$ cat config.mk
export PLATFORM = sky130hd
export DESIGN_NAME = npc_cell
export DESIGN_NICKNAME = d
export VERILOG_FILES = /design/src/sv/npc_pkg.sv /design/src/sv/npc_cell.sv
export SDC_FILE = /design/constraint.sdc
export NUM_CORES = 1
export LEC_CHECK = 0
export CORE_UTILIZATION = 45
export DETAILED_ROUTE_END_ITERATION = 7
export DONT_BUFFER_PORTS = 1
export PLACE_DENSITY = 0.56
export SLEW_MARGIN = 10
export SYNTH_ARGS = -nofsm -noshare
export SYNTH_HDL_FRONTEND = slang
export SYNTH_SLANG_ARGS = --single-unit
$ cat constraint.sdc
create_clock -name clk -period 8.5 [get_ports clk]
set_input_delay 1.7 -clock clk [delete_from_list [all_inputs] [get_ports clk]]
set_output_delay 1.7 -clock clk [all_outputs]
set_load 0.02 [all_outputs]
$ cat src/sv/npc_pkg.sv
`default_nettype none

package npc_pkg;

  localparam int PALETTE_SIZE = 16;

  localparam int COMP_W = 8;
  localparam int SLOT_W = 4;
  localparam int CIDX_W = 4;
  localparam int SQ_W   = 2 * COMP_W;
  localparam int DIST_W = 18;
  localparam int IDX_W  = $clog2(PALETTE_SIZE);
  localparam int CMP_W  = (IDX_W > SLOT_W) ? IDX_W : SLOT_W;

  localparam logic [DIST_W-1:0] DIST_MAX = DIST_W'(195075);

  localparam logic OP_CLASSIFY = 1'b0;
  localparam logic OP_LOAD     = 1'b1;

  typedef struct packed {
    logic              valid;
    logic              op;
    logic [SLOT_W-1:0] slot;
    logic [COMP_W-1:0] red;
    logic [COMP_W-1:0] green;
    logic [COMP_W-1:0] blue;
    logic [DIST_W-1:0] best_dist;
    logic [IDX_W-1:0]  best_idx;
  } npc_item_t;

  function automatic logic [COMP_W-1:0] abs_diff(input logic [COMP_W-1:0] a,
                                                 input logic [COMP_W-1:0] b);
    return (a > b) ? (a - b) : (b - a);
  endfunction

endpackage

`default_nettype wire

$ cat src/sv/npc_cell.sv
`default_nettype none

module npc_cell import npc_pkg::*; (
  input  logic             clk,
  input  logic             rst_n,
  input  logic             advance,
  input  logic [IDX_W-1:0] cell_idx,
  input  npc_item_t        item_in,
  output npc_item_t        item_out
);

  logic [3*COMP_W-1:0] entry_r;
  npc_item_t           a_r;
  npc_item_t           b_r;
  npc_item_t           b_nxt;
  logic [SQ_W-1:0]     sq_red_r;
  logic [SQ_W-1:0]     sq_green_r;
  logic [SQ_W-1:0]     sq_blue_r;
  logic [COMP_W-1:0]   d_red;
  logic [COMP_W-1:0]   d_green;
  logic [COMP_W-1:0]   d_blue;
  logic [DIST_W-1:0]   dist_sum;
  logic                load_hit;

  assign load_hit = item_in.valid && (item_in.op == OP_LOAD) &&
                    (CMP_W'(item_in.slot) == CMP_W'(cell_idx));

  assign d_red   = abs_diff(entry_r[3*COMP_W-1:2*COMP_W], item_in.red);
  assign d_green = abs_diff(entry_r[2*COMP_W-1:COMP_W], item_in.green);
  assign d_blue  = abs_diff(entry_r[COMP_W-1:0], item_in.blue);

  always_ff @(posedge clk) begin
    if (!rst_n) begin
      entry_r <= '0;
    end else if (advance && load_hit) begin
      entry_r <= {item_in.red, item_in.green, item_in.blue};
    end
  end

  // First stage: squared component differences against the held entry.
  always_ff @(posedge clk) begin
    if (!rst_n) begin
      a_r.valid <= 1'b0;
    end else if (advance) begin
      a_r        <= item_in;
      sq_red_r   <= SQ_W'(SQ_W'(d_red) * SQ_W'(d_red));
      sq_green_r <= SQ_W'(SQ_W'(d_green) * SQ_W'(d_green));
      sq_blue_r  <= SQ_W'(SQ_W'(d_blue) * SQ_W'(d_blue));
    end
  end

  // Second stage: sum and keep the running best; a strict compare favours
  // the lower index on a tie.
  always_comb begin
    dist_sum = DIST_W'(sq_red_r) + DIST_W'(sq_green_r) + DIST_W'(sq_blue_r);
    b_nxt    = a_r;
    if (dist_sum < a_r.best_dist) begin
      b_nxt.best_dist = dist_sum;
      b_nxt.best_idx  = cell_idx;
    end
  end

  always_ff @(posedge clk) begin
    if (!rst_n) begin
      b_r.valid <= 1'b0;
    end else if (advance) begin
      b_r <= b_nxt;
    end
  end

  assign item_out = b_r;

endmodule

`default_nettype wire

==> results.py <==
metrics = {
    "worst_setup_path": {
        "regToRegEndpoint": "sq_blue_r[12]",
        "worstSetupStartpointType": "primary input",
        "worst_path_most_repeated_cell": "sky130_fd_sc_hd__fa_1",
        "cp.depth": 21,
        "crit_start": "item_in[22]",
        "critPathCaptureType": "register",
        "worstRegToRegCells": 22,
        "reg_to_reg_critical_path_startpoint": "entry_r[0]",
        "required_ns": 8.69,
        "worstSetupPathType": "primary input to register",
        "timing.critical_path.cells": "ha_1 > inv_1 > fa_1 > a21o_1 > a221oi_4 > a21oi_4 > mux2i_1 > xnor2_1 > nand2b_1 > fa_1 > inv_1 > fa_1 > fa_1 > inv_1 > fa_1 > inv_1 > ha_1 > or2_2 > o22ai_1 > nor4b_1 > or4b_1",
        "cp_delay_by_family_top": "adder cells",
        "worst_path_largest_cell_delay_ns": 0.67,
        "critical_path.n_buffers_inverters": 4,
        "ff2ff_setup_slack_ns": 1.89,
        "crit_fanout": 9,
        "timing.critical_path.arrival_ns": 7.65,
        "cp_slowest_cell": "sky130_fd_sc_hd__xnor2_1",
        "setup.worst_path.end": "sq_blue_r[12]",
    },
    "final_layout": {
        "antenna_cells": 0,
        "syn2layout_area_growth_pct": 7.54,
        "finish.net_count": 1619,
        "fraction_of_layout_instances_using_a_drive_strength_above_1": 0.0824,
        "seq_cell_area_um2": 4930,
        "fill_cells": 2803,
        "multi_input_comb_area_um2": 8070,
    },
    "sta": {
        "finalClockSkew_ns": 0.00989,
        "timing.setup.tns_ns": 0,
        "clock.fmax_mhz": 134,
        "report.final.setup_viol": 0,
        "hold_slack_ns": 0.413,
        "timing.final.ws_setup_ns": 1.04,
        "relSlewSlack": 0.297,
        "report.final.hold_viol_count": 0,
        "min_period_ns": 7.46,
        "final_min_period_over_clock_period": 0.878,
        "drv_slew": 0,
        "grt_setup_unrepaired": "false",
        "tightestPinTransition_ns": 1.06,
    },
    "floorplan": {
        "die-area_um2": 31700,
        "die_x_um": 178,
        "num_io_pins": 111,
        "floorplan.die.height_um": 178,
        "row_count": 64,
        "start_util": 0.456,
        "placeableCoreArea_um2": 30600,
    },
    "cts": {
        "tritoncts": "built",
        "cts_hold_buffers": 0,
        "post_cts.resized_instances": 0,
        "postCtsSetupBuffers": 0,
        "path_clk_slew_ns": 0.07,
        "htreeDepth": 4,
        "clk_latency_ns": 0.45,
        "tritoncts_num_sinks": 173,
        "tritoncts.num_buffers": 17,
        "cts-root-to-sink-buffers": 2,
        "root_buffer": "sky130_fd_sc_hd__clkbuf_16",
    },
    "placement": {
        "final_weighted_congestion_of_routability_driven_global_placement": 0.818,
        "io_buffer_count": 0,
        "place_hpwl_um": 19800,
        "place_ws_ns": 0.564,
    },
    "synthesis": {
        "ys_top_cells_by_area": "sky130_fd_sc_hd__edfxtp_1 (32%), sky130_fd_sc_hd__ha_1 (15%), sky130_fd_sc_hd__fa_1 (14%), sky130_fd_sc_hd__inv_1 (6.0%), sky130_fd_sc_hd__dfxtp_1 (3.7%)",
        "synthMostInstantiatedCell": "sky130_fd_sc_hd__inv_1",
        "synth_seq_cells": 173,
        "synth-edff-count": 147,
        "synth-main-ff-cell": "sky130_fd_sc_hd__edfxtp_1",
        "synth_common_cells": "sky130_fd_sc_hd__inv_1 (222), sky130_fd_sc_hd__ha_1 (166), sky130_fd_sc_hd__edfxtp_1 (147)",
        "netlist.area_leader.share": 0.316,
        "synth_async_sr_flop_share": 0,
        "yosysWarnings": 0,
        "synth-seq-area-share": 0.353,
        "syn_inst": 1292,
        "synth_area_per_cell_um2": 10.8,
        "post_syn_area_um2": 14000,
        "synth.distinct_cells": 73,
        "synth_top_area_cell": "sky130_fd_sc_hd__edfxtp_1",
    },
    "routing": {
        "detail_route.wl_per_cell_um": 14.9,
        "drt-pass1-iter-count": 4,
        "route.detailed.vias_per_inst": 5.03,
        "finalWirelength_um": 25500,
        "initialDrtViolationCount": 350,
        "route.vias.total": 8586,
        "drcViolationCount": 0,
        "ant_nets": 0,
    },
    "grt": {
        "global_route.overflow_total": 0,
        "global_route.usage.total": 0.172,
        "first_global_vias": 8643,
        "global_route_wire_length_before_repair_um": 42600,
        "grt_antenna_before_repair": 0,
        "grt_max_degree": 84,
    },
    "worst_hold_path": {
        "holdCritPathClass": "register to register",
    },
    "power": {
        "power_density_nw_per_um2": 399,
        "power_leakage_uw": 0.00683,
        "ir_drop_mv": 0.233,
    },
    "flow_run": {
        "maxCapViolations": 0,
    },
    "status": {
        "status": "finished clean",
    },
}
layout make-up:
cell class / instances / area share
clock buffer: 17 / 0.0283
clock inverter: 15 / 0.0111
inverter: 224 / 0.0560
multi-input combinational: 870 / 0.537
sequential: 173 / 0.329
tap: 396 / 0.0330
timing repair buffer: 11 / 0.00550
per-stage QoR:
stage,std cells,total power (uW),instance area [um2],util
after floorplan,1293,4440,14000,-
after global placement,1674,5200,14400,0.471
after detailed placement,1674,5230,14400,0.471
after CTS,1706,6070,15000,0.491
after global routing,1706,6630,15000,0.491
final,1706,5990,15000,0.491
worst register-to-register path: stages, from the launching register on:
cell and delay, ns:
sky130_fd_sc_hd__dfxtp_1 0.33, sky130_fd_sc_hd__inv_1 0.06, sky130_fd_sc_hd__ha_1 0.15, sky130_fd_sc_hd__inv_1 0.06
sky130_fd_sc_hd__fa_1 0.42, sky130_fd_sc_hd__a21o_1 0.22, sky130_fd_sc_hd__a221oi_4 0.31, sky130_fd_sc_hd__a21oi_4 0.16
sky130_fd_sc_hd__mux2i_1 0.17, sky130_fd_sc_hd__xnor2_1 0.67, sky130_fd_sc_hd__nand2b_1 0.21, sky130_fd_sc_hd__fa_1 0.41
sky130_fd_sc_hd__inv_1 0.12, sky130_fd_sc_hd__fa_1 0.45, sky130_fd_sc_hd__fa_1 0.54, sky130_fd_sc_hd__inv_1 0.05
sky130_fd_sc_hd__fa_1 0.52, sky130_fd_sc_hd__inv_1 0.04, sky130_fd_sc_hd__ha_1 0.23, sky130_fd_sc_hd__or2_2 0.30
sky130_fd_sc_hd__o22ai_1 0.28, sky130_fd_sc_hd__nor4b_1 0.09, sky130_fd_sc_hd__or4b_1 0.53
layout by cell type (no fill, tap or decap), types with 5 or more instances in the layout:
cell,count
sky130_fd_sc_hd__edfxtp_1,147
sky130_fd_sc_hd__mux2_2,19
sky130_fd_sc_hd__a21o_1,34
sky130_fd_sc_hd__xnor2_2,5
sky130_fd_sc_hd__a211oi_1,8
sky130_fd_sc_hd__inv_6,5
sky130_fd_sc_hd__nor3_1,15
sky130_fd_sc_hd__clkbuf_16,17
sky130_fd_sc_hd__buf_4,11
sky130_fd_sc_hd__a21oi_1,62
sky130_fd_sc_hd__nor2_2,6
sky130_fd_sc_hd__nand4_1,8
sky130_fd_sc_hd__ha_1,166
sky130_fd_sc_hd__nand3_1,9
sky130_fd_sc_hd__nand2_1,46
sky130_fd_sc_hd__or2_2,13
sky130_fd_sc_hd__xor2_1,28
sky130_fd_sc_hd__xnor2_1,42
sky130_fd_sc_hd__dfxtp_1,26
sky130_fd_sc_hd__fa_1,97
sky130_fd_sc_hd__mux2i_1,26
sky130_fd_sc_hd__nor2b_1,9
sky130_fd_sc_hd__and2_1,24
sky130_fd_sc_hd__o21ai_0,45
sky130_fd_sc_hd__inv_1,222
sky130_fd_sc_hd__nor2_1,94
sky130_fd_sc_hd__o21bai_1,6
sky130_fd_sc_hd__a31oi_1,11
sky130_fd_sc_hd__o21a_1,10
sky130_fd_sc_hd__nand3b_1,5
sky130_fd_sc_hd__nand2b_1,11
sequential cells by signal, indices dropped and copies added (netlist names):
register    cells
sq_red_r       15
item_out       52
entry_r        24
a_r            52
sq_blue_r      15
sq_green_r     15
report_power, final:
part           internal, uW  switching, uW  leakage, uW
Sequential             1270            137      0.00159
Combinational          1720           2060      0.00494
Clock                   419            377     0.000294
worst min path at each step:
| stage | from | endpoint | cells past startpoint |
|---|---|---|---|
| 2_1_floorplan | a_r[22] | item_out[22] | 0 |
| 3_3_place_gp | a_r[42] | item_out[42] | 0 |
| 3_5_place_dp | a_r[36] | item_out[36] | 0 |
| 4_1_cts | a_r[32] | item_out[32] | 0 |
| 5_1_grt | a_r[43] | item_out[43] | 0 |
| 6_report | a_r[32] | item_out[32] | 0 |
metal layers:
| layer | vias to the layer above | part of all wire | global-route usage |
|---|---|---|---|
| li1 | 4358 | - | - |
| met1 | 4079 | 0.49 | 0.233 |
| met2 | 130 | 0.45 | 0.275 |
| met3 | 19 | 0.039 | 0.0339 |
| met4 | 0 | 0.014 | 0.0570 |
| met5 | - | 0 | 0 |
logic make-up (layout without fill, tap and decap cells):
logic type / after synthesis / count (layout) / synth area share
buf+inv: 250 / 267 / 0.0694
fa+ha+maj: 263 / 263 / 0.288
xor+xnor: 80 / 80 / 0.0580
other cells: 2 / 3 / 0.000538
flops: 173 / 173 / 0.353
simple gates: 260 / 260 / 0.0914
compound gates: 216 / 216 / 0.102
mux: 48 / 48 / 0.0374
Power figures use the tool's default switching activity.
